## src/sv/bez_pkg.sv

```systemverilog
// shared constants, types and register codes of the bezier evaluate-and-split block
package bez_pkg;

    localparam int COORD_WIDTH   = 32;
    localparam int T_FRAC_BITS   = 16;
    localparam int T_WIDTH       = T_FRAC_BITS + 1;
    localparam int DIFF_WIDTH    = COORD_WIDTH + 1;
    localparam int PROD_WIDTH    = DIFF_WIDTH + T_WIDTH + 1;

    localparam int AXES          = 2;
    localparam int AX_X          = 0;
    localparam int AX_Y          = 1;
    localparam int NUM_PTS       = 4;
    localparam int NUM_REGS      = AXES * NUM_PTS;
    localparam int CFG_IDX_WIDTH = $clog2(NUM_REGS);

    localparam int LEVELS        = 3;
    localparam int LEVEL_STAGES  = 3;
    localparam int NUM_STAGES    = LEVELS * LEVEL_STAGES;

    typedef logic signed [COORD_WIDTH-1:0] t_coord;
    typedef logic signed [DIFF_WIDTH-1:0]  t_diff;
    typedef logic signed [PROD_WIDTH-1:0]  t_prod;
    typedef logic        [T_WIDTH-1:0]     t_param;

    localparam t_param T_ONE = t_param'(1) << T_FRAC_BITS;
    localparam logic [PROD_WIDTH-1:0] ROUND_HALF =
        {{(PROD_WIDTH-T_FRAC_BITS){1'b0}}, 1'b1, {(T_FRAC_BITS-1){1'b0}}};

    typedef enum logic [CFG_IDX_WIDTH-1:0] {
        REG_P0_X, REG_P0_Y, REG_P1_X, REG_P1_Y,
        REG_P2_X, REG_P2_Y, REG_P3_X, REG_P3_Y
    } t_reg_idx;

    // enables of the three stages of one interpolation level
    typedef struct packed {
        logic diff;
        logic mul;
        logic sum;
    } t_lerp_en;

    // per-stage advance enables and occupancy of the pipeline
    typedef struct packed {
        logic [NUM_STAGES-1:0] en;
        logic [NUM_STAGES-1:0] vld;
    } t_pipe_ctl;

endpackage

```

## src/sv/bez_ctl.sv

```systemverilog
// valid bits and stall-collapsing advance enables of the pipeline
module bez_ctl (
    input  logic               i_clk,
    input  logic               i_rst_n,
    input  logic               i_valid,
    input  logic               i_ready,
    output bez_pkg::t_pipe_ctl o_ctl
);
    import bez_pkg::*;

    logic [NUM_STAGES-1:0] r_vld;
    logic [NUM_STAGES-1:0] n_vld;
    logic [NUM_STAGES-1:0] en;

    // a stage moves when it is empty or the one after it moves
    always_comb begin
        en[NUM_STAGES-1] = !r_vld[NUM_STAGES-1] || i_ready;
        for (int k = NUM_STAGES - 2; k >= 0; k--) begin
            en[k] = !r_vld[k] || en[k+1];
        end
    end

    always_comb begin
        n_vld = r_vld;
        if (en[0]) begin
            n_vld[0] = i_valid;
        end
        for (int k = 1; k < NUM_STAGES; k++) begin
            if (en[k]) begin
                n_vld[k] = r_vld[k-1];
            end
        end
    end

    always_ff @(posedge i_clk) begin
        if (!i_rst_n) begin
            r_vld <= '0;
        end else begin
            r_vld <= n_vld;
        end
    end

    assign o_ctl.en  = en;
    assign o_ctl.vld = r_vld;

endmodule

```

## config.mk

```make
export PLATFORM = sky130hd
export DESIGN_NAME = bez_ctl
export DESIGN_NICKNAME = d
export VERILOG_FILES = /design/src/sv/bez_pkg.sv /design/src/sv/bez_ctl.sv
export SDC_FILE = /design/constraint.sdc
export NUM_CORES = 1
export LEC_CHECK = 0
export BUFFER_PORTS_ARGS = -buffer_cell sky130_fd_sc_hd__buf_4
export CAP_MARGIN = 0
export CORE_AREA = 3 3 40 42
export CTS_BUF_LIST = sky130_fd_sc_hd__clkbuf_2
export CTS_CLUSTER_DIAMETER = 200
export DETAILED_ROUTE_END_ITERATION = 6
export DIE_AREA = 0 0 43 45
export GPL_TIMING_DRIVEN = 0
export PLACE_DENSITY = 0.59
export SYNTH_ARGS = -nofsm -noshare
export SYNTH_HDL_FRONTEND = slang
export SYNTH_SLANG_ARGS = --single-unit
```

## constraint.sdc

```tcl
create_clock -name i_clk -period 3.4 [get_ports i_clk]
set_input_delay 0.68 -clock i_clk [delete_from_list [all_inputs] [get_ports i_clk]]
set_output_delay 0.68 -clock i_clk [all_outputs]
set_load 0.005 [all_outputs]
```

After elaboration in Yosys (flattened, before gate mapping)
Cells that the tools add are included.
Widths: inputs -> output; s select.
Operators by class
  reduce and logical (&&, ||, !) cells: 18
Operators by type and width (count)
  $logic_not 1->1: 9
  $logic_or 1x1->1: 9
Word-level totals
  output and inout bits: 18
  bits in registers: 9
  logic and storage cells: 27
  input port bits: 4

Longest topological paths before layout
  word-level depth: 10
  depth in mapped cells: 5
  depth with buffers taken out: 5

Worst setup path before layout
OpenSTA, ideal clock, no wires.
  path type: input -> output
  start point: in i_ready
  end point: out o_ctl[9] (netlist bit)
  required time: 2720 ps
  arrival: 1333 ps
  stages: 4
  buffers on the path: 0
  slack: 1387 ps
  cell sequence: and3b_2 -> inv_2 -> nor3_4 -> nand3_1
RTL lines
  start, declared: RTL line bez_ctl.sv:6  | input logic i_ready,
  end, declared: RTL line bez_ctl.sv:7  | output bez_pkg::t_pipe_ctl o_ctl

==> results by group <==
Status
  • Status: finished, final reports clean

Floorplan
  • Initial core utilization: 28.7%
  • Die X: roughly 43 um
  • I/O Pins: 22
  • Core Footprint: approximately 1300 um2
  • Placement Rows: 13
  • Die area: 1940 um2
  • Die height: 45 um

Timing
  • Ratio of final minimum period to clock period: 67.7%
  • Crit path time final: between 2000 and 2500 ps
  • Slew Limit Fails: 0
  • Setup TNS: 0 ps
  • Final setup viols: 0
  • Final clock skew: just under 4 ps
  • Final Hold Slack: between 400 and 500 ps
  • Slew @ Worst Pin: between 400 and 500 ps
  • Fmax achieved: between 400 and 500 MHz
  • Final Hold Fails: 0
  • Slew margin rel.: between 70% and 80%
  • Unrepaired setup endpoints after global routing: no

Pwr
  • Total power: around 0.00019 W
  • Seq pwr share: 58.5%
  • Power share of the combinational group: between 5 and 6%
  • Power share of the clock group: roughly 36%
  • Internal power: around 0.00014 W
  • Maximum vdd drop: ~0.00022 V
  • Switch share: between 20% and 30%
  • P_sw: between 0.00004 and 0.00005 W
  • Leakage: approximately 0.24 nW
  • Cell Pwr Density: about 330 nW/um2

Yosys
  • Post-synth EDFFs: 0
  • Ys flop type: dfxtp_1
  • Synth Register Bits: 9
  • Seq/Total Area, Yosys: 48.8%
  • Post-Syn Instances: 43
  • Number of synthesis warnings: 0
  • Share of synthesized registers carrying an async set or reset: 0%
  • Netlist cell types: 16
  • Netlist Area Pre-Place: 369 um2
  • Count leader, synth: nand2_1
  • Post-synth net total: 47
  • Post-synth top area cell: dfxtp_1
  • Share of the synthesized area in the top cell type: 48.8%
  • Syn avg cell area: 8.58 um2
  • Post-synth top cells: 10 x nand2_1, 9 x dfxtp_1, 5 x nand3_1
  • Top cells by area, synth: dfxtp_1 49%, nand2_1 10%, nand3_1 6.8%, o21a_1 6.1%, o21ai_2 4.7%

Worst setup path
  • RR Startpoint: r_vld[7]
  • Reg-to-reg endpoint: r_vld[1]
  • WP buf/inv: 3
  • Data required, critical path: between 2000 and 3000 ps
  • Critical path depth: 6
  • Worst reg-to-reg setup slack: approximately 2200 ps
  • Arrival @ worst endpoint: between 1500 and 2000 ps
  • Critical path peak fanout: 4
  • Cell breakdown of the critical path: buf_4 > and3b_2 > inv_2 > nor3_4 > nand3_1 > buf_4
  • Family with the most delay on the worst path: simple AND/OR/NAND/NOR gates
  • FF-to-FF path depth: 5
  • End of the critical path: o_ctl[9]
  • CP endpoint kind: primary output
  • Slowest stage delay, CP: 260 ps
  • CP Launch Type: primary input
  • Crit path from: i_ready
  • Slowest CP cell: and3b_2
  • Crit path top cell by count: buf_4
  • Kind of critical path: in2out

Cells and area
  • Biggest regs: r_vld: 9 flops
  • Most flops, register: r_vld
  • Multi-input gate area: roughly 170 um2
  • Storage cell area: roughly 180 um2
  • Largest register FFs: 9
  • Layout cells sized above 1: 48.5%
  • Area growth syn-to-layout: 53.2%
  • Nets: 73
  • # diodes: 0
  • Fillers: 131

Placement
  • Port bufs: 21
  • Post-DP HPWL: approximately 640 um
  • Placer Congestion: between 0.6 and 0.7

GRT
  • First-pass GRT wire length: around 1.4 mm
  • Largest net degree at the start of global routing: 11
  • Grt ovf: 0
  • Vias in the first global route: 329
  • GR Util All Layers: between 10% and 20%
  • Antenna violations before repair: 0

Clocking
  • Post-CTS setup repair buffer count: 0
  • CTS sink count: 9
  • CTS resizes: 0
  • CTS tree: yes
  • Clock Pin Slew Worst Setup and Hold Paths: 80 ps
  • H-tree depth: 1
  • Worst skew pair latency: between 200 and 250 ps
  • CTS Root Cell: clkbuf_2
  • CTS Buffer Depth: 2
  • CTS Buf Count: 3
  • Hold_buf cts: 0

Worst hold path
  • HP Class: reg2reg
  • Hold Crit Start: r_vld[2]

Routing
  • DRT Wirelength: roughly 840 um
  • Residual DRC: 0
  • Vias: roughly 370
  • DR pass1 iterations: 4
  • Via density: between 4 and 5
  • Post-route ant nets: 0
  • Iteration-0 DRC Markers: 5
  • WL/cell: 10.1 um

Flow run
  • Number of max-cap violations: 0
[through the flow]
step                      setup slack [ps]  utilization [%]  instance area (um2)  cells
after global placement                1080             42.5                  546     79
after floorplan                       1390                -                  369     43
after detailed placement              1080             42.5                  546     79
final                                 1100             44.0                  566     83
after CTS                             1070             44.0                  566     83
after global routing                  1030             44.0                  566     83
[how the worst min path moves through the flow]
stage               endpoint  cells after the start
floorplan           r_vld[3]                      2
global placement    r_vld[3]                      2
detailed placement  r_vld[3]                      2
CTS                 r_vld[3]                      2
global route        r_vld[3]                      2
finish              r_vld[3]                      2
[layout by cell type (no fill, tap or decap)]
| cell | instances |
|---|---|
| a21boi_0 | 1 |
| a21oi_1 | 1 |
| and3b_2 | 1 |
| buf_4 | 21 |
| clkbuf_1 | 1 |
| clkbuf_2 | 4 |
| dfxtp_1 | 9 |
| inv_1 | 1 |
| inv_2 | 3 |
| nand2_1 | 10 |
| nand2b_1 | 1 |
| nand3_1 | 5 |
| nor2_2 | 1 |
| nor2b_1 | 1 |
| nor3_4 | 1 |
| o21a_1 | 3 |
| o21ai_1 | 2 |
| o21ai_2 | 2 |
[kinds of logic after synthesis]
group / synth area share, %
compound gates: 16.9
buf+inv: 5.08
simple gates: 29.2
flops: 48.8
[final cells by class]
cell class,count,area share [%]
inverter,4,2.65
clock buffer,4,3.54
sequential,9,31.9
buffer,1,0.664
timing repair buffer,21,27.9
multi-input combinational,29,30.1
tap,15,3.32
[worst min-delay path: cells and delay by family, from the launching register on]
family             cells  cell delay (ps)
and+or+nand+nor        1               50
DFF                    1              330
AOI/OAI and AO/OA      1               50
[routing by layer]
layer / wire length, um / track usage, % / share of wire, % / vias to the layer above
met3: 81 / 5.98 / 9.7 / 4
li1: - / - / - / 191
met2: 339 / 13.5 / 41 / 17
met1: 380 / 12.2 / 46 / 155
met5: 0 / 0 / 0 / -
met4: 34 / 10.8 / 4.1 / 0
[power by group through the flow]
| stage | Combinational [W] | Sequential, W | Clock [W] |
|---|---|---|---|
| 2_1_floorplan | 0.00000410 | 0.000112 | 0 |
| 3_3_place_gp | 0.0000109 | 0.000112 | 0 |
| 3_5_place_dp | 0.0000109 | 0.000112 | 0 |
| 4_1_cts | 0.0000110 | 0.000109 | 0.0000726 |
| 5_1_grt | 0.0000121 | 0.000110 | 0.0000798 |
| 6_report | 0.0000109 | 0.000109 | 0.0000667 |
Power figures use the tool's default switching activity.
