--- src/sv/bez_pkg.sv ---
// shared constants, types and register codes of the bezier evaluate-and-split block
package bez_pkg;

    localparam int COORD_WIDTH   = 32;
    localparam int T_FRAC_BITS   = 16;
    localparam int T_WIDTH       = T_FRAC_BITS + 1;
    localparam int DIFF_WIDTH    = COORD_WIDTH + 1;
    localparam int PROD_WIDTH    = DIFF_WIDTH + T_WIDTH + 1;

    localparam int AXES          = 2;
    localparam int AX_X          = 0;
    localparam int AX_Y          = 1;
    localparam int NUM_PTS       = 4;
    localparam int NUM_REGS      = AXES * NUM_PTS;
    localparam int CFG_IDX_WIDTH = $clog2(NUM_REGS);

    localparam int LEVELS        = 3;
    localparam int LEVEL_STAGES  = 3;
    localparam int NUM_STAGES    = LEVELS * LEVEL_STAGES;

    typedef logic signed [COORD_WIDTH-1:0] t_coord;
    typedef logic signed [DIFF_WIDTH-1:0]  t_diff;
    typedef logic signed [PROD_WIDTH-1:0]  t_prod;
    typedef logic        [T_WIDTH-1:0]     t_param;

    localparam t_param T_ONE = t_param'(1) << T_FRAC_BITS;
    localparam logic [PROD_WIDTH-1:0] ROUND_HALF =
        {{(PROD_WIDTH-T_FRAC_BITS){1'b0}}, 1'b1, {(T_FRAC_BITS-1){1'b0}}};

    typedef enum logic [CFG_IDX_WIDTH-1:0] {
        REG_P0_X, REG_P0_Y, REG_P1_X, REG_P1_Y,
        REG_P2_X, REG_P2_Y, REG_P3_X, REG_P3_Y
    } t_reg_idx;

    // enables of the three stages of one interpolation level
    typedef struct packed {
        logic diff;
        logic mul;
        logic sum;
    } t_lerp_en;

    // per-stage advance enables and occupancy of the pipeline
    typedef struct packed {
        logic [NUM_STAGES-1:0] en;
        logic [NUM_STAGES-1:0] vld;
    } t_pipe_ctl;

endpackage

--- src/sv/bez_lerp.sv ---
// one rounded interpolation a + (b - a) * t over difference, multiply and sum stages
module bez_lerp (
    input  logic              i_clk,
    input  bez_pkg::t_lerp_en i_en,
    input  bez_pkg::t_coord   i_a,
    input  bez_pkg::t_coord   i_b,
    input  bez_pkg::t_param   i_t,
    output bez_pkg::t_coord   o_res
);
    import bez_pkg::*;

    t_diff                 r_d;
    t_coord                r_a1;
    t_prod                 r_p;
    t_coord                r_a2;
    t_coord                r_res;
    logic [PROD_WIDTH-1:0] n_sum;

    // i_t belongs to the item in the difference register
    always_ff @(posedge i_clk) begin
        if (i_en.diff) begin
            r_d  <= t_diff'(i_b) - t_diff'(i_a);
            r_a1 <= i_a;
        end
        if (i_en.mul) begin
            r_p  <= r_d * $signed({1'b0, i_t});
            r_a2 <= r_a1;
        end
        if (i_en.sum) begin
            r_res <= r_a2 + t_coord'(n_sum[T_FRAC_BITS +: COORD_WIDTH]);
        end
    end

    // floor((d*t + half) / one) rounds both signs alike
    assign n_sum = r_p + ROUND_HALF;
    assign o_res = r_res;

endmodule

--- config.mk ---
export PLATFORM = sky130hd
export DESIGN_NAME = bez_lerp
export DESIGN_NICKNAME = d
export VERILOG_FILES = /design/src/sv/bez_pkg.sv /design/src/sv/bez_lerp.sv
export SDC_FILE = /design/constraint.sdc
export NUM_CORES = 2
export LEC_CHECK = 0
export BUFFER_PORTS_ARGS = -buffer_cell sky130_fd_sc_hd__buf_2
export CAP_MARGIN = 10
export CORE_ASPECT_RATIO = 0.6
export CORE_MARGIN = 1.5
export CORE_UTILIZATION = 25
export DETAILED_ROUTE_END_ITERATION = 16
export PLACE_DENSITY = 0.5
export SLEW_MARGIN = 10
export SYNTH_ARGS = -nofsm -noshare
export SYNTH_HDL_FRONTEND = slang
export SYNTH_SLANG_ARGS = --single-unit
export TNS_END_PERCENT = 5
--- constraint.sdc ---
create_clock -name i_clk -period 11.1 [get_ports i_clk]
set_input_delay 1.665 -clock i_clk [delete_from_list [all_inputs] [get_ports i_clk]]
set_output_delay 1.665 -clock i_clk [all_outputs]
set_load 0.005 [all_outputs]
# [Word-level counts from Yosys, hierarchy flattened]
# Index checks and enable logic that the tools add are counted.
[word_totals] inputBits=85 output_inout_bits=32 word_cells=9 register_bits=177
[classes] addsub=3 n_mul=1
[op_table] cell="48-bit by 16-bit adder with 48-bit output (second input constant)" n=1
[op_table] cell="33-bit by 18-bit multiplier with 48-bit output" n=1
[op_table] cell="32-bit by 32-bit subtractor with 33-bit output" n=1
[op_table] cell="32-bit adder" n=1

# [Logic depth before layout (Yosys ltp)]
[logic_depth] depth_word=2 mapped_depth=25 depth_no_buf=24

# [Worst setup path after synthesis]
# No wires, ideal clock.
[synth_timing] kind="in2reg" from="in i_t[3]" to="reg r_p[38] (data pin)" cell_stages=23 path_slack_ns=3.515 t_required_ns=10.842 path_buffers=1 setup_ns=0.258 t_arrival_ns=7.327 path_cell_list="clkbuf_1 > and2_1 > fa_1 > inv_1 > fa_1 > fa_1 > inv_1 > fa_1 > fa_1 > inv_1 > fa_1 > inv_1 > ha_1 > a21oi_1 > o21ai_0 > a22o_1 > or2_1 > a211o_1 > a211o_1 > a31o_2 > or2_1 > a21oi_2 > xnor2_1"
[synth_via] elab_chain_len=1
[synth_lines] element="start: declaration" line_no="bez_lerp.sv:7" rtl="input bez_pkg::t_param i_t,"
[synth_lines] element="33-bit by 18-bit multiplier with 48-bit output" line_no="bez_lerp.sv:26" rtl="r_p <= r_d * $signed({1'b0, i_t});"
[synth_lines] element="end signal: assignment" line_no="bez_lerp.sv:26"
[synth_lines] element="end: declaration" line_no="bez_lerp.sv:14" rtl="t_prod r_p;"
# Every way passes these cells.
# A chain may end at the register's enable or synchronous reset.

# [Final worst setup path]
[layout_timing] from="in i_t[9]" to="reg r_p[33] (data pin)"
# Same word-level chain as after synthesis.

==> results.tsv <==
metric	value	unit
status	completed	
Detailed Place HPWL	59100	um
area of the die	109000	um^2
weighted congestion at the end of routability-driven global placement	0.835	
Fin Clk Skew	15.0	ps
Synth async-reset ratio	0	%
M3 GR Usage	4.54	%
minimum period implied by the final worst setup slack	8090	ps
total number of clock tree sinks	162	
Via density	4.25	
max capacitance violation total	0	
worst min path class	reg -> reg	
share of cells above drive strength 1	6.63	%
biggest area contributors in the synthesized netlist	sky130_fd_sc_hd__fa_1 (39%), sky130_fd_sc_hd__edfxtp_1 (18%), sky130_fd_sc_hd__inv_1 (8.8%)	
total I/O pin count	117	
Final Cycle Share	72.9	%
highest-utilization routing layer at the global route stage	met1	
drt initial violations	1313	
hold depth	0	
classification of the worst setup path	in -> reg	
area of the multi-input gates	19200	um^2
Post-Route WL	76300	um
signed area change from the synthesized netlist to the final layout	10.4	%
flop and latch count out of synthesis	162	
antenna violations before repair	8	
Resized Gates After CTS	0	
setup fix buffers added after clock tree synthesis	0	
detailed-route via count	17843	
Worst Path Required	11290	ps
endpoint kind of the worst setup timing path	flop	
Clock transition at path regs	70	ps
DRT Pass-1 Iters	5	
Register-to-Register Path Depth	20	
number of buffers added to fix hold violations after cts	0	
most used standard cell by instance count after synthesis	sky130_fd_sc_hd__inv_1	
critical register-to-register path endpoint	r_p[47]$_DFFE_PP_	
number of nets at the end of the flow	3554	
Sequential cell area	4860	um^2
grt ovf	0	
library cell used as clock root buffer	sky130_fd_sc_hd__clkbuf_16	
cell area after placement	28900	um^2
number of synthesized flops with an enable pin	162	
number of rows in the core area	92	
clock tree from TritonCTS	done	
final-layout worst hold slack	416	ps
maximum level of the CTS H-tree	4	
prevailing post-synth register cell	sky130_fd_sc_hd__edfxtp_1	
internal reg-to-reg setup slack	3980	ps
first-pass GRT wire length	119000	um
Final Max Slew Viols	0	
routed length per placed instance	18.2	um
unrepaired setup endpoints after global routing	no	
Post-Synthesis Cells	2713	
met2 Resource Use GR	18.7	%
Setup-failing EPs final	0	
launching element type of the critical path	input pin	
count of nets left with antenna violations after detail routing	0	
total count of hold-check failures in the final report	0	
aggregate global-route resource usage	14.3	%
total negative slack	0	ps
mean instance size in the synthesized netlist	9.87	um^2
fraction of synthesized cell area taken by the top area cell type	38.6	%
Hold EP	r_a2[10]$_DFFE_PP_	
measured slew at the worst slew-check pin	1030	ps
start of the worst register-to-register path	r_d[23]$_DFFE_PP_	
Port Buffer Count	116	
buffer levels on the longest clock path	2	
Seq/Total Area, Yosys	18.2	%
Synth Net Count	3488	
largest area contributor in the netlist	sky130_fd_sc_hd__fa_1	
maximum fanout encountered on the critical timing path	33	
Hold Path Origin	r_a1[10]$_DFFE_PP_	
pin count of the biggest net entering global routing	66	
height of the chip	256	um
number of clock buffers inserted by TritonCTS	17	
count of different cell masters after synthesis	63	
post-synthesis instance area	26800	um^2
Core Box Area	106000	um^2
max-slew headroom at the worst pin	31.1	%
Initial Utilization	25.4	%
fillers	11136	
grt met1 use	23.0	%
remaining routing DRC violations	0	
post-route cell area	29500	um^2
highest achievable clock rate	124	MHz
via count of the first global-routing pass	19168	
leading cell types by count after synthesis	sky130_fd_sc_hd__inv_1 (625), sky130_fd_sc_hd__fa_1 (516), sky130_fd_sc_hd__and2_1 (312)	
Arr. time, crit path	8280	ps
Yosys warning count	0	
insertion delay of the later-clocked pin in the worst-skew pair	450	ps
Die Wd	425	um
-- flip-flops by register name, summed over array words and instances (netlist names) --
name / count
r_d: 33
r_p: 33
o_res: 32
r_a1: 32
r_a2: 32
-- area by class of cell --
cell class / count / area share, %
Tap cell: 1410 / 5.97
Clock inverter: 14 / 0.661
Multi-Input combinational cell: 1842 / 65.1
Sequential cell: 162 / 16.5
Clock buffer: 18 / 1.45
Timing Repair Buffer: 131 / 2.35
Inverter: 625 / 7.94
Antenna cell: 1 / 0.00847
-- cell families after synthesis --
group                    count (synthesis)  synth area share, %
AND/OR/NAND/NOR                        790                 15.0
buffers and inverters                  709                 9.94
adder cells (fa/ha/maj)                690                 46.7
AO/OA/AOI/OAI                          234                 6.03
flip-flops                             162                 18.2
XOR/XNOR                               128                 4.19
-- placed cells by master (no fill, tap or decap), types with 39 or more instances in the layout --
| cell type | netlist | final |
|---|---|---|
| sky130_fd_sc_hd__a21o_1 | 39 | 39 |
| sky130_fd_sc_hd__a21oi_1 | 72 | 72 |
| sky130_fd_sc_hd__and2_1 | 312 | 312 |
| sky130_fd_sc_hd__buf_2 | 0 | 115 |
| sky130_fd_sc_hd__edfxtp_1 | 162 | 162 |
| sky130_fd_sc_hd__fa_1 | 516 | 516 |
| sky130_fd_sc_hd__ha_1 | 174 | 174 |
| sky130_fd_sc_hd__inv_1 | 625 | 625 |
| sky130_fd_sc_hd__nand2_1 | 304 | 304 |
| sky130_fd_sc_hd__nor2_1 | 63 | 63 |
| sky130_fd_sc_hd__xnor2_1 | 93 | 93 |
-- metrics by stage --
| stage | instances | utilization [%] | setup WS (ps) |
|---|---|---|---|
| final | 4203 | 28.0 | 3010 |
| after global routing | 4202 | 28.0 | 2540 |
| after CTS | 4202 | 28.0 | 2960 |
| after detailed placement | 4170 | 27.4 | 2480 |
| after global placement | 4170 | 27.4 | 2510 |
| after floorplan | 2713 | - | 3520 |
-- worst max-delay path by stage --
stage	cells past startpoint	start	to	slack [ps]
after floorplan	23	i_t[3]	r_p[38]$_DFFE_PP_	3520
after global placement	24	i_t[9]	r_p[46]$_DFFE_PP_	2510
after detailed placement	24	i_t[9]	r_p[46]$_DFFE_PP_	2480
after CTS	24	i_t[9]	r_p[46]$_DFFE_PP_	2960
after global routing	24	i_t[10]	r_p[33]$_DFFE_PP_	2540
final	24	i_t[9]	r_p[33]$_DFFE_PP_	3010
-- routing by layer --
metal	vias up	part of all wire (%)	wire, um
li1	8348	-	-
met1	8937	53	40600
met2	516	36	27700
met3	38	9.7	7420
met4	4	0.64	486
met5	-	0.035	27
-- critical path, stage by stage --
cell	delay, ps
sky130_fd_sc_hd__buf_2	650
sky130_fd_sc_hd__nand2_1	180
sky130_fd_sc_hd__fa_1	580
sky130_fd_sc_hd__inv_1	50
sky130_fd_sc_hd__fa_1	510
sky130_fd_sc_hd__inv_1	60
sky130_fd_sc_hd__fa_1	530
sky130_fd_sc_hd__inv_1	50
sky130_fd_sc_hd__fa_1	470
sky130_fd_sc_hd__fa_1	500
sky130_fd_sc_hd__inv_1	50
sky130_fd_sc_hd__fa_1	470
sky130_fd_sc_hd__inv_1	40
sky130_fd_sc_hd__ha_1	310
sky130_fd_sc_hd__nand2_1	60
sky130_fd_sc_hd__a211oi_1	190
sky130_fd_sc_hd__a21boi_1	260
sky130_fd_sc_hd__nor3_2	100
sky130_fd_sc_hd__a31oi_1	560
sky130_fd_sc_hd__o211ai_1	210
sky130_fd_sc_hd__a21boi_0	360
sky130_fd_sc_hd__o21a_1	190
sky130_fd_sc_hd__nor2_1	60
sky130_fd_sc_hd__xnor2_1	120
Power is left out: the tool's default activity adds up to more than one toggle a clock period on the data nets, which glitch-free logic cannot reach.
