### config.mk
export PLATFORM = sky130hd
export DESIGN_NAME = bez_cfg
export DESIGN_NICKNAME = d
export VERILOG_FILES = /design/src/sv/bez_pkg.sv /design/src/sv/bez_cfg.sv
export SDC_FILE = /design/constraint.sdc
export NUM_CORES = 1
export LEC_CHECK = 0
export BUFFER_PORTS_ARGS = -buffer_cell sky130_fd_sc_hd__buf_4
export CORE_MARGIN = 5
export CORE_UTILIZATION = 40
export DETAILED_ROUTE_END_ITERATION = 8
export GPL_ROUTABILITY_DRIVEN = 0
export PLACE_DENSITY = 0.69
export SLEW_MARGIN = 30
export SYNTH_ARGS = -nofsm -noshare
export SYNTH_HDL_FRONTEND = slang
export SYNTH_SLANG_ARGS = --single-unit
### constraint.sdc
create_clock -name i_clk -period 2.5 [get_ports i_clk]
set_input_delay 0.5 -clock i_clk [delete_from_list [all_inputs] [get_ports i_clk]]
set_output_delay 0.5 -clock i_clk [all_outputs]
set_load 0.01 [all_outputs]
### src/sv/bez_pkg.sv
// shared constants, types and register codes of the bezier evaluate-and-split block
package bez_pkg;

    localparam int COORD_WIDTH   = 32;
    localparam int T_FRAC_BITS   = 16;
    localparam int T_WIDTH       = T_FRAC_BITS + 1;
    localparam int DIFF_WIDTH    = COORD_WIDTH + 1;
    localparam int PROD_WIDTH    = DIFF_WIDTH + T_WIDTH + 1;

    localparam int AXES          = 2;
    localparam int AX_X          = 0;
    localparam int AX_Y          = 1;
    localparam int NUM_PTS       = 4;
    localparam int NUM_REGS      = AXES * NUM_PTS;
    localparam int CFG_IDX_WIDTH = $clog2(NUM_REGS);

    localparam int LEVELS        = 3;
    localparam int LEVEL_STAGES  = 3;
    localparam int NUM_STAGES    = LEVELS * LEVEL_STAGES;

    typedef logic signed [COORD_WIDTH-1:0] t_coord;
    typedef logic signed [DIFF_WIDTH-1:0]  t_diff;
    typedef logic signed [PROD_WIDTH-1:0]  t_prod;
    typedef logic        [T_WIDTH-1:0]     t_param;

    localparam t_param T_ONE = t_param'(1) << T_FRAC_BITS;
    localparam logic [PROD_WIDTH-1:0] ROUND_HALF =
        {{(PROD_WIDTH-T_FRAC_BITS){1'b0}}, 1'b1, {(T_FRAC_BITS-1){1'b0}}};

    typedef enum logic [CFG_IDX_WIDTH-1:0] {
        REG_P0_X, REG_P0_Y, REG_P1_X, REG_P1_Y,
        REG_P2_X, REG_P2_Y, REG_P3_X, REG_P3_Y
    } t_reg_idx;

    // enables of the three stages of one interpolation level
    typedef struct packed {
        logic diff;
        logic mul;
        logic sum;
    } t_lerp_en;

    // per-stage advance enables and occupancy of the pipeline
    typedef struct packed {
        logic [NUM_STAGES-1:0] en;
        logic [NUM_STAGES-1:0] vld;
    } t_pipe_ctl;

endpackage

### src/sv/bez_cfg.sv
// control point register file, written through the configuration port
module bez_cfg (
    input  logic                             i_clk,
    input  logic                             i_rst_n,
    input  logic                             i_cfg_we,
    input  logic [bez_pkg::CFG_IDX_WIDTH-1:0] i_cfg_idx,
    input  bez_pkg::t_coord                  i_cfg_data,
    output bez_pkg::t_coord                  o_pts [bez_pkg::AXES][bez_pkg::NUM_PTS]
);
    import bez_pkg::*;

    t_coord r_pts [AXES][NUM_PTS];

    always_ff @(posedge i_clk) begin
        if (!i_rst_n) begin
            for (int a = 0; a < AXES; a++) begin
                for (int p = 0; p < NUM_PTS; p++) begin
                    r_pts[a][p] <= '0;
                end
            end
        end else if (i_cfg_we) begin
            unique case (t_reg_idx'(i_cfg_idx))
                REG_P0_X: r_pts[AX_X][0] <= i_cfg_data;
                REG_P0_Y: r_pts[AX_Y][0] <= i_cfg_data;
                REG_P1_X: r_pts[AX_X][1] <= i_cfg_data;
                REG_P1_Y: r_pts[AX_Y][1] <= i_cfg_data;
                REG_P2_X: r_pts[AX_X][2] <= i_cfg_data;
                REG_P2_Y: r_pts[AX_Y][2] <= i_cfg_data;
                REG_P3_X: r_pts[AX_X][3] <= i_cfg_data;
                REG_P3_Y: r_pts[AX_Y][3] <= i_cfg_data;
            endcase
        end
    end

    assign o_pts = r_pts;

endmodule

# Word-level counts from Yosys, hierarchy flattened
# Index checks and enable logic that the tools add are counted.
[word_totals]
input_bits = 38
register_bits = 256
out_inout_bits = 256
elab_cells = 24
[op_classes]
n_eq_ne = 7
reduce_logical = 9
[ops]
columns = ["operator", "n"]
rows = [
  ["$reduce_and A2 Y1", 8],
  ["$eq A3 B3 Y1 const B", 4],
  ["$eq A3 B2 Y1 const B", 2],
  ["$eq A3 B1 Y1 const B", 1],
  ["$logic_not A3 Y1", 1],
]

# Longest topological paths before layout
# Gate-level depths: netlist (run 1).
[logic_depth]
word_depth = 2
ltp_mapped = 5
mapped_depth_nobuf = 2

# Least setup slack after synthesis (run 1)
# OpenSTA, ideal clock, no wires.
[synth_path]
path_type = "input to register"
from = "input port i_cfg_idx[0] (netlist name)"
to = "register r_pts, in the netlist o_pts[225]"
arrival_ps = 1451
t_required_ps = 2427
n_path_buf = 2
setup_time_ps = 73
stages = 4
slack_ps = 977
cell_sequence = "buf_4 > nor4b_4 > buf_6 > mux2i_1"
[synth_between]
elab_chain_cells = 2
[synth_rtl]
columns = ["item", "line_no", "text"]
rows = [
  ["start: declaration", "bez_cfg.sv:6", "input logic [bez_pkg::CFG_IDX_WIDTH-1:0] i_cfg_idx,"],
  ["$logic_not A3 Y1", "bez_cfg.sv:22", "unique case (t_reg_idx'(i_cfg_idx))"],
  ["$reduce_and A2 Y1 (no line)", "-", ""],
  ["end signal: indexed assignment", "bez_cfg.sv:23", "REG_P0_X: r_pts[AX_X][0] <= i_cfg_data;"],
  ["end signal: indexed assignment", "bez_cfg.sv:24", "REG_P0_Y: r_pts[AX_Y][0] <= i_cfg_data;"],
  ["end signal: indexed assignment", "bez_cfg.sv:25", "REG_P1_X: r_pts[AX_X][1] <= i_cfg_data;"],
  ["end: declaration", "bez_cfg.sv:12", "t_coord r_pts [AXES][NUM_PTS];"],
]
# Every way passes these cells.
# A chain may end at the register's enable or synchronous reset.

# Worst setup path after layout (run 1)
[layout_path]
from = "register r_pts, in the netlist o_pts[183]"
to = "output port o_pts[183] (netlist name)"
[layout_lines]
columns = ["item", "line_no", "text"]
rows = [
  ["end: declaration", "bez_cfg.sv:8", "output bez_pkg::t_coord o_pts [bez_pkg::AXES][bez_pkg::NUM_PTS]"],
]
# No word-level cell between the ends.

==> results of run 1 <==
per-layer routing:
layer  routed length (um)  up-vias  GRT usage
met5                    0        -          0
met4                  391        0    0.03998
met3                 2204       30    0.06115
met2                13110      214     0.3405
met1                11670     3439     0.2441
li1                     -     3451          -
cells in the mapped netlist, drive strengths merged:
cell type	count
and4bb	1
buf	51
mux2i	256
clkbuf	12
nor4b	1
nand4	1
dfxtp	256
nand4b	3
nand2	288
nand4bb	2
through the flow:
step	area (um2)	setup slack, ps	std cells	utilization
final	12640	959.1	1464	0.5585
after detailed placement	11700	575.6	1415	0.5167
after global routing	12640	911.8	1464	0.5585
after global placement	11700	605.2	1415	0.5167
after floorplan	9209	976.5	871	-
after CTS	12640	925.8	1464	0.5585
worst max path at each step:
stage,endpoint,depth (start not counted),slack (ps)
detailed placement,o_pts[174]$_SDFFE_PN0P_,4,580
CTS,o_pts[183],1,930
global route,o_pts[183],1,910
global placement,o_pts[175]$_SDFFE_PN0P_,4,610
finish,o_pts[183],1,960
floorplan,o_pts[225]$_SDFFE_PN0P_,4,980
area by class of cell:
class | count | area (um2)
well taps | 285 | 356.6
clock buffers | 32 | 744.5
multi-input cells | 552 | 3767
flip-flops and latches | 256 | 5125
fillers | 1991 | 9996
repair buffers | 322 | 2449
clock inverters | 17 | 202.7
power by group:
group	internal (mW)	switching (mW)
Combinational	0.263	0.352
Sequential	4.17	0.0518
Clock	2.54	1.66
Total	6.98	2.07
kinds of logic after synthesis:
family,after synthesis
DFF,256
buffers and inverters,63
muxes,256
and+or+nand+nor,296
==> impl_results.rst, run 1 <==
.. list-table::
   :header-rows: 1

   * - Metric
     - Value
   * - Run status
     - completed
   * - Buffers inserted by post-CTS timing repair
     - 0
   * - Share of the synthesized area in the top cell type
     - 0.5565
   * - Max-cap check violation count
     - 0
   * - Vias per cell
     - 4.873
   * - RSZ-0062 raised after global routing
     - no
   * - Leading cell type in the layout, fill and taps excluded
     - sky130_fd_sc_hd__buf_4
   * - Largest fanout of any net on the critical path
     - 2
   * - CORE AREA
     - 22640 um2
   * - Highest attainable clock frequency
     - 649.0 MHz
   * - N_diodes
     - 0
   * - Row count
     - 55
   * - Initial antenna violation count
     - 0
   * - Ports placed on the boundary
     - 294
   * - Cell area after synthesis
     - 9209 um2
   * - Overall via count from detail_route
     - 7134
   * - Worst hold path class
     - in -> reg
   * - Top post-synthesis cells by area
     - sky130_fd_sc_hd__dfxtp_1, sky130_fd_sc_hd__mux2i_1, sky130_fd_sc_hd__nand2_1
   * - Maximum number of buffers from clock root to sink
     - 3
   * - Worst min-delay path endpoint
     - o_pts[95]$_SDFFE_PN0P_
   * - Max incr delay on CP
     - 380 ps
   * - Total overflow reported by the global router
     - 0
   * - Estimated wirelength of the detail-placed design
     - 19.02 mm
   * - Timing startpoint of the critical path
     - o_pts[183]$_SDFFE_PN0P_
   * - Number of standard cells after synthesis
     - 871
   * - Global-route wire length before repair
     - 41.46 mm
   * - Max Slew Vio Count
     - 0
   * - Average wire length per cell after detail routing
     - 18.70 um
   * - Count of synthesis-stage warnings from yosys
     - 0
   * - Hold Path Origin
     - i_rst_n
   * - Setup_tns
     - 0 ps
   * - Floorplan die height
     - 161.7 um
   * - Static leakage
     - 6.509 nW
   * - Post-layout power
     - 9.043 mW
   * - Root buf cell
     - sky130_fd_sc_hd__clkbuf_16
   * - DRT Pass-1 Iters
     - 5
   * - Sort of element at the end of the critical path
     - primary output
   * - Proportion of synthesized area in mux cells
     - 0.2783
   * - Die Footprint
     - 26160 um2
   * - Total of buffers placed on input and output ports
     - 293
   * - Xor-xnor portion of the synthesized cell area
     - 0
   * - Area share of fa/ha/maj cells after synthesis
     - 0
   * - Number of cells upsized or downsized after cts
     - 0
   * - Count of hold-fix buffers inserted at cts
     - 0
   * - Count of nets left with antenna violations after detail routing
     - 0
   * - Seq/Total Area, Yosys
     - 0.5565
   * - Final #Nets
     - 1197
   * - Main combinational cell family by area after synthesis
     - multiplexers
   * - Kind of start point of the critical path
     - flop
   * - Per-instance average area after synthesis
     - 10.57 um2
   * - Top delay family on crit path
     - flip-flops
   * - Depth of the worst hold-timing path
     - 3
   * - Count of H-tree levels built during CTS
     - 1
   * - Flip-flop count of the largest register, all copies and words added
     - 256
   * - Initial detailed-routing violation count
     - 390
   * - Final Critical Period
     - 1541 ps
   * - Width of the die
     - 161.7 um
   * - Largest net degree at the start of global routing
     - 41
   * - Number of nets in the synthesized netlist
     - 909
   * - Cell taking the most area after synthesis
     - sky130_fd_sc_hd__dfxtp_1
   * - Measured slew at the worst slew-check pin
     - 601.9 ps
   * - Total DRC errors in the routed layout
     - 0
   * - CP required
     - 2000 ps
   * - Data arrival time of the critical path
     - 1040 ps
   * - Normalized max-slew margin
     - 0.5978
   * - Post-synthesis sequential element count
     - 256
   * - Number of hold violations in the final report
     - 0
   * - R2r setup slk
     - 1820 ps
   * - CTS tree
     - built
   * - Critical R2R Capture
     - o_pts[133]$_SDFFE_PN0P_
   * - Max stage delay cell, worst path
     - sky130_fd_sc_hd__dfxtp_1
   * - Commonest cells after routing, fill and taps aside
     - sky130_fd_sc_hd__buf_4, sky130_fd_sc_hd__nand2_1, sky130_fd_sc_hd__mux2i_1, sky130_fd_sc_hd__dfxtp_1, sky130_fd_sc_hd__clkbuf_16
   * - Worst-Skew Late Latency
     - 510 ps
   * - Overall track demand over capacity in global routing
     - 0.1968
   * - Setup-failing EPs final
     - 0
   * - Number of sinks driven by the clock tree
     - 256
   * - Post-synthesis to final-layout area growth
     - 37.31%
   * - Inserted Clock Buffers
     - 27
   * - Synthesized-area fraction occupied by ao, oa, aoi and oai cells
     - 0
   * - Initial cell density of the core
     - 0.4067
   * - Number of cells on the worst reg-to-reg path
     - 2
   * - Number of global-route vias before repair
     - 7071
   * - Launching point of the worst reg2reg path
     - o_pts[133]$_SDFFE_PN0P_
   * - Ratio of cells with drive above 1 in the final layout
     - 0.3181
   * - Synthesized-area fraction occupied by and/or/nand/nor cells
     - 0.1273
   * - Cells along the critical path
     - buf_4
   * - Buffers and inverters on the worst path
     - 1
   * - Worst setup path category
     - reg -> out
   * - Reg clk slew, reported paths
     - 70 ps
   * - Hold slack
     - 425.8 ps
   * - Pwr/cell area
     - 715.1 nW/um2
   * - Share of the clock period used by the worst path
     - 0.6164
   * - Peak ir drop on the vdd network
     - 0.3898 mV
   * - Total detailed-routing wirelength
     - 27.37 mm
   * - Post-route clock skew
     - 0 ps
   * - Synth unique cells
     - 13
Power figures use the tool's default switching activity.
==> run 2, diff against run 1 <==
- ABC_AREA: unset -> 1
- PLACE_DENSITY: 0.69 -> 0.71
- clock period: 2.5 -> 1.4 ns (I/O delays scaled with it)
==> run 2 against run 1 <==
Hold slack lost 290 ps. Core utilization down 1.5 points. Largest power group unchanged. Global-route usage grew 3.5 points. Via count rose by 42%. Final cell count rose by 40%. Largest cell class unchanged.
==> impl_results.rst, run 2 <==
.. list-table::
   :header-rows: 1

   * - Metric
     - Value
   * - Run status
     - completed
   * - Final Core Density
     - 0.5439
   * - Number of cells upsized or downsized after cts
     - 0
   * - Post-synthesis to final-layout area growth
     - 33.96%
   * - Initial cell density of the core
     - 0.4060
   * - DRT Pass-1 Iters
     - 5
   * - Buffers inserted by post-CTS timing repair
     - 0
   * - Kind of start point of the critical path
     - flop
   * - Final Critical Period
     - 1338 ps
   * - Commonest cells after routing, fill and taps aside
     - sky130_fd_sc_hd__nor2_1, sky130_fd_sc_hd__buf_4, sky130_fd_sc_hd__nand2_1
   * - Worst hold path class
     - in -> reg
   * - CORE AREA
     - 25110 um2
   * - Ports placed on the boundary
     - 294
   * - Post-layout power
     - 16.46 mW
   * - Synth Flop Type
     - sky130_fd_sc_hd__dfxtp_1
   * - Overall via count from detail_route
     - 10110
   * - Buffers and inverters on the worst path
     - 1
   * - Clock network power share
     - 0.410
   * - Total DRC errors in the routed layout
     - 0
   * - Seq/Total Area, Yosys
     - 0.5028
   * - Vias per cell
     - 4.942
   * - Hold slack
     - 136.1 ps
   * - Worst-Skew Late Latency
     - 530 ps
   * - Filler instances
     - 2450
   * - Xor-xnor portion of the synthesized cell area
     - 0
   * - Net switching component of the power
     - 4.213 mW
   * - Cells along the critical path
     - buf_4
   * - Floorplan die height
     - 169.6 um
   * - Most used standard cell by instance count after synthesis
     - sky130_fd_sc_hd__nor2_1
   * - Maximum number of buffers from clock root to sink
     - 3
   * - CP required
     - 1120 ps
   * - Max stage delay cell, worst path
     - sky130_fd_sc_hd__dfxtp_1
   * - Worst min-delay path endpoint
     - o_pts[182]$_SDFFE_PN0P_
   * - Critical R2R Capture
     - o_pts[209]$_SDFFE_PN0P_
   * - Number of sinks driven by the clock tree
     - 256
   * - Max incr delay on CP
     - 380 ps
   * - Share of the clock period used by the worst path
     - 0.9559
   * - Total of buffers placed on input and output ports
     - 293
   * - Number of cells on the worst reg-to-reg path
     - 2
   * - Measured slew at the worst slew-check pin
     - 533.5 ps
   * - Width of the die
     - 169.6 um
   * - Count of H-tree levels built during CTS
     - 1
   * - Most common library cells after synthesis
     - sky130_fd_sc_hd__nor2_1, sky130_fd_sc_hd__nand2_1, sky130_fd_sc_hd__dfxtp_1
   * - Ratio of cells with drive above 1 in the final layout
     - 0.2281
   * - Estimated wirelength of the detail-placed design
     - 23.60 mm
   * - R2r setup slk
     - 790 ps
   * - Data arrival time of the critical path
     - 1060 ps
   * - Overall track demand over capacity in global routing
     - 0.2315
   * - Int Power
     - 12.25 mW
   * - Setup-failing EPs final
     - 0
   * - Main combinational cell family by area after synthesis
     - simple AND/OR/NAND/NOR gates
   * - RSZ-0062 raised after global routing
     - no
   * - Largest net degree at the start of global routing
     - 70
   * - Largest fanout of any net on the critical path
     - 2
   * - Area share of fa/ha/maj cells after synthesis
     - 0
   * - Per-instance average area after synthesis
     - 7.099 um2
   * - Cell taking the most area after synthesis
     - sky130_fd_sc_hd__dfxtp_1
   * - Inserted Clock Buffers
     - 27
   * - Synth unique cells
     - 16
   * - Fraction of synthesis flops using an asynchronous set or reset pin
     - 0
   * - Max-cap check violation count
     - 0
   * - Proportion of synthesized area in mux cells
     - 0
   * - Total overflow reported by the global router
     - 0
   * - Setup_tns
     - 0 ps
   * - CTS tree
     - built
   * - Top delay family on crit path
     - flip-flops
   * - Cell area after synthesis
     - 10190 um2
   * - Final #Nets
     - 1738
   * - Top post-synthesis cells by area
     - sky130_fd_sc_hd__dfxtp_1, sky130_fd_sc_hd__nor2_1, sky130_fd_sc_hd__nand3_1
   * - Sequential share of power
     - 0.468
   * - Part of the power in combinational logic
     - 0.123
   * - Number of hold violations in the final report
     - 0
   * - Worst setup path category
     - reg -> out
   * - Synthesized-area fraction occupied by and/or/nand/nor cells
     - 0.4199
   * - Peak ir drop on the vdd network
     - 0.9169 mV
   * - Total detailed-routing wirelength
     - 34.96 mm
   * - Static leakage
     - 6.347 nW
   * - Number of global-route vias before repair
     - 9262
   * - Normalized max-slew margin
     - 0.6439
   * - Number of standard cells after synthesis
     - 1436
   * - Flip-flop count of the largest register, all copies and words added
     - 256
   * - Number of enable flip-flop cells after synthesis
     - 0
   * - Count of nets left with antenna violations after detail routing
     - 0
   * - Sort of element at the end of the critical path
     - primary output
   * - Share of the synthesized area in the top cell type
     - 0.5028
   * - Launching point of the worst reg2reg path
     - o_pts[209]$_SDFFE_PN0P_
   * - Max Slew Vio Count
     - 0
   * - Synthesized-area fraction occupied by ao, oa, aoi and oai cells
     - 0
   * - Die Footprint
     - 28780 um2
   * - Initial detailed-routing violation count
     - 983
   * - Highest attainable clock frequency
     - 747.2 MHz
   * - Average wire length per cell after detail routing
     - 17.10 um
   * - Count of synthesis-stage warnings from yosys
     - 0
   * - Count of hold-fix buffers inserted at cts
     - 0
   * - Initial antenna violation count
     - 0
   * - Pwr/cell area
     - 1206 nW/um2
   * - Post-synthesis sequential element count
     - 256
   * - Hold Path Origin
     - i_rst_n
   * - Global-route wire length before repair
     - 53.32 mm
   * - Root buf cell
     - sky130_fd_sc_hd__clkbuf_16
   * - Switching fraction of total power
     - 0.2559
   * - Reg clk slew, reported paths
     - 60 ps
   * - Row count
     - 58
   * - Number of nets in the synthesized netlist
     - 1474
   * - Depth of the worst hold-timing path
     - 3
   * - Post-route clock skew
     - 0 ps
   * - Leading cell type in the layout, fill and taps excluded
     - sky130_fd_sc_hd__nor2_1
==> run 2: changes by cell type in the layout (fill, tap and decap cells not counted), moves of 6 or more <==
cell                       previous run  this run
sky130_fd_sc_hd__nor2_1               0       512
sky130_fd_sc_hd__mux2i_1            256         0
sky130_fd_sc_hd__nand3_1              0       224
sky130_fd_sc_hd__inv_1                0        34
sky130_fd_sc_hd__buf_12               2        27
sky130_fd_sc_hd__buf_4              319       307
sky130_fd_sc_hd__nor2_4               0        10
sky130_fd_sc_hd__clkbuf_1             0         6
==> run 2: kinds of logic (layout without fill, tap and decap cells) <==
kind of cell,Yosys count,in the layout
buffers and inverters,138,416
other,0,1
AND/OR/NAND/NOR,1042,1042
flip-flops,256,256
==> run 2: layer usage <==
metal  vias up  track usage  wire length, um
met2       444       0.3746            15990
li1       4961            -                -
met1      4630       0.3076            14500
met4         0      0.07175             1139
met3        72      0.05497             3326
met5         -            0                0
==> run 2: worst max path at each step <==
| stage | endpoint | slack (ps) | depth (start not counted) | start |
|---|---|---|---|---|
| after CTS | o_pts[1] | 30 | 1 | o_pts[1]$_SDFFE_PN0P_ |
| final | o_pts[1] | 60 | 1 | o_pts[1]$_SDFFE_PN0P_ |
| after global placement | o_pts[199]$_SDFFE_PN0P_ | 110 | 7 | i_cfg_we |
| after floorplan | o_pts[161]$_SDFFE_PN0P_ | 340 | 7 | i_cfg_idx[2] |
| after global routing | o_pts[32] | 30 | 1 | o_pts[32]$_SDFFE_PN0P_ |
| after detailed placement | o_pts[199]$_SDFFE_PN0P_ | 90 | 7 | i_cfg_we |
==> run 2: layout make-up <==
class | count | area (um2) | share of cell area
antenna | 1 | 2.502 | 0.0001833
multi-input combinational | 1042 | 4298 | 0.3147
clock inverter | 6 | 61.31 | 0.004490
tap | 330 | 412.9 | 0.03024
inverter | 38 | 143.9 | 0.01054
timing repair buffer | 335 | 2859 | 0.2094
sequential | 256 | 5125 | 0.3753
clock buffer | 37 | 753.2 | 0.05516
==> run 2: power groups by stage <==
stage | sequential (mW) | clock, mW | combinational, mW
2_1_floorplan | 7.94 | 0 | 0.980
3_3_place_gp | 7.85 | 0 | 1.99
3_5_place_dp | 7.86 | 0 | 2.02
4_1_cts | 7.70 | 6.87 | 2.02
5_1_grt | 7.72 | 7.20 | 2.21
6_report | 7.70 | 6.75 | 2.02
==> run 2: through the flow <==
step | setup WS [ps] | cell area [um2] | instances
2_1_floorplan | 339.6 | 10190 | 1436
3_3_place_gp | 114.5 | 12840 | 2001
3_5_place_dp | 93.81 | 12840 | 2001
4_1_cts | 33.24 | 13650 | 2044
5_1_grt | 27.44 | 13650 | 2044
6_report | 61.72 | 13660 | 2045
==> run 2: worst min-delay path, stage by stage <==
cell,delay [ps]
sky130_fd_sc_hd__clkbuf_8,210
sky130_fd_sc_hd__nand2_1,100
sky130_fd_sc_hd__nor2_1,30
==> run 3, diff against run 2 <==
- clock period: 1.4 -> 1.2 ns (I/O delays scaled with it)
==> run 3 against run 2 <==
The flow now finishes with violations (setup timing). Hold slack got worse by 41 ps. Core utilization grew 7.9 points. Flip-flop and latch count is the same. Critical path depth did not move. Clock skew did not move. Count of clock-buffer cells in the layout grew 6. Sequential share of layout area down 2.7 points. Global-route usage increased by 1.5 points. Highest routed layer unchanged.
==> impl_results.rst, run 3 (synthesized netlist as in run 2, its figures left out) <==
.. list-table::
   :header-rows: 1

   * - Metric
     - Value
   * - Inserted Clock Buffers
     - 28
   * - Initial antenna violation count
     - 0
   * - Overall track demand over capacity in global routing
     - 0.2465
   * - Worst hold path class
     - in -> reg
   * - RSZ-0062 raised after global routing
     - yes
   * - Top delay family on crit path
     - flip-flops
   * - Kind of start point of the critical path
     - flop
   * - Final #Nets
     - 1800
   * - Max Slew Vio Count
     - 0
   * - CP required
     - 960 ps
   * - Normalized max-slew margin
     - 0.4100
   * - Initial detailed-routing violation count
     - 967
   * - Peak ir drop on the vdd network
     - 1.093 mV
   * - N_diodes
     - 0
   * - CTS tree
     - built
   * - Ratio of cells with drive above 1 in the final layout
     - 0.3999
   * - Final worst-path setup slack
     - -61.64 ps
   * - Cells along the critical path
     - buf_6
   * - Number of hold violations in the final report
     - 0
   * - Max-cap check violation count
     - 0
   * - Buffers and inverters on the worst path
     - 1
   * - Ports placed on the boundary
     - 294
   * - Final Core Density
     - 0.6232
   * - Share of the clock period used by the worst path
     - 1.051
   * - Die Footprint
     - 28780 um2
   * - Width of the die
     - 169.6 um
   * - Overall via count from detail_route
     - 10570
   * - Total overflow reported by the global router
     - 0
   * - Count of nets left with antenna violations after detail routing
     - 0
   * - Violations in the final reports
     - setup timing
   * - Initial cell density of the core
     - 0.4060
   * - Max stage delay cell, worst path
     - sky130_fd_sc_hd__dfxtp_4
   * - Sort of element at the end of the critical path
     - primary output
   * - CORE AREA
     - 25110 um2
   * - Commonest cells after routing, fill and taps aside
     - sky130_fd_sc_hd__nor2_1, sky130_fd_sc_hd__nand2_1, sky130_fd_sc_hd__buf_6
   * - Static leakage
     - 7.074 nW
   * - Estimated wirelength of the detail-placed design
     - 24.33 mm
   * - Final Critical Period
     - 1262 ps
   * - Floorplan die height
     - 169.6 um
   * - Highest attainable clock frequency
     - 792.6 MHz
   * - Leading cell type in the layout, fill and taps excluded
     - sky130_fd_sc_hd__nor2_1
   * - Total of buffers placed on input and output ports
     - 293
   * - Count of H-tree levels built during CTS
     - 1
   * - Setup-failing EPs final
     - 242
   * - Measured slew at the worst slew-check pin
     - 882.9 ps
   * - Setup_tns
     - -3462 ps
   * - Total detailed-routing wirelength
     - 37.06 mm
   * - Vias per cell
     - 5.004
   * - Placement Cell Area
     - 13140 um2
   * - Flip-flop count of the largest register, all copies and words added
     - 256
   * - Largest net degree at the start of global routing
     - 47
   * - Number of global-route vias before repair
     - 10310
   * - Max incr delay on CP
     - 360 ps
   * - Number of sinks driven by the clock tree
     - 256
   * - Post-synthesis to final-layout area growth
     - 53.50%
   * - Finished Cell Area
     - 15650 um2
   * - DRT Pass-1 Iters
     - 6
   * - Average wire length per cell after detail routing
     - 17.54 um
   * - Reg clk slew, reported paths
     - 60 ps
   * - Data arrival time of the critical path
     - 1020 ps
   * - Total DRC errors in the routed layout
     - 0
   * - Maximum number of buffers from clock root to sink
     - 3
   * - Run status
     - complete, but fails checks
   * - Pwr/cell area
     - 1334 nW/um2
   * - Root buf cell
     - sky130_fd_sc_hd__clkbuf_16
   * - Worst setup path category
     - reg -> out
   * - Largest fanout of any net on the critical path
     - 2
   * - Worst-Skew Late Latency
     - 520 ps
   * - Row count
     - 58
   * - Post-route clock skew
     - 0 ps
   * - Global-route wire length before repair
     - 56.75 mm
## run 3: cell count changes in the layout (fill, tap and decap cells not counted), moves of 3 or more
cell,change
sky130_fd_sc_hd__dfxtp_1,-256
sky130_fd_sc_hd__bufinv_16,+3
sky130_fd_sc_hd__clkbuf_1,+3
sky130_fd_sc_hd__buf_6,+256
sky130_fd_sc_hd__dfxtp_2,+254
sky130_fd_sc_hd__buf_4,-202
sky130_fd_sc_hd__buf_12,+7
## run 3: per-stage QoR
| stage | hold WS, ps | setup slack, ps | cells | total power, mW |
|---|---|---|---|---|
| after floorplan | 482.2 | 179.6 | 1436 | 10.41 |
| final | 95.48 | -61.64 | 2113 | 20.88 |
| after detailed placement | 472.5 | -298.7 | 2030 | 11.63 |
| after global routing | 88.68 | -83.37 | 2113 | 21.61 |
| after global placement | 463.1 | -250.8 | 2030 | 11.59 |
| after CTS | 75.61 | -70.71 | 2101 | 20.95 |
## run 3: final cells by class
type | instances | area [um2]
well taps | 330 | 412.9
multi-input cells | 1042 | 4298
fillers | 2149 | 9462
clock inverters | 8 | 148.9
clock buffers | 43 | 828.3
flip-flops and latches | 256 | 5450
repair buffers | 396 | 4365
inverters | 38 | 143.9
## run 3: worst paths after layout
kind / cells after the start / from / end / slack, ps
min: 3 / i_rst_n / o_pts[63]$_SDFFE_PN0P_ / 100
min reg2reg: 2 / o_pts[95]$_SDFFE_PN0P_ / o_pts[95]$_SDFFE_PN0P_ / 480
max reg2reg: 4 / o_pts[3]$_SDFFE_PN0P_ / o_pts[3]$_SDFFE_PN0P_ / 340
max: 1 / o_pts[138]$_SDFFE_PN0P_ / o_pts[138] / -60
## run 3: timing repair
item	in CTS	in global routing
gates resized for setup	513	1
setup endpoints to repair	256	256
hold buffers	0	0
cloned	0	0
buffers inserted	20	12
## run 3: power breakdown
group          switching, mW  internal (mW)  total, mW
combinational           1.47           1.25       2.72
clock                   3.46           5.60       9.06
sequential             0.238           8.86       9.09
## run 3: layer usage
| layer | vias up | wire length, um | GRT usage |
|---|---|---|---|
| li1 | 5096 | - | - |
| met1 | 4909 | 14770 | 0.3091 |
| met2 | 488 | 17400 | 0.4098 |
| met3 | 80 | 3465 | 0.06196 |
| met4 | 0 | 1421 | 0.09345 |
| met5 | - | 0 | 0 |
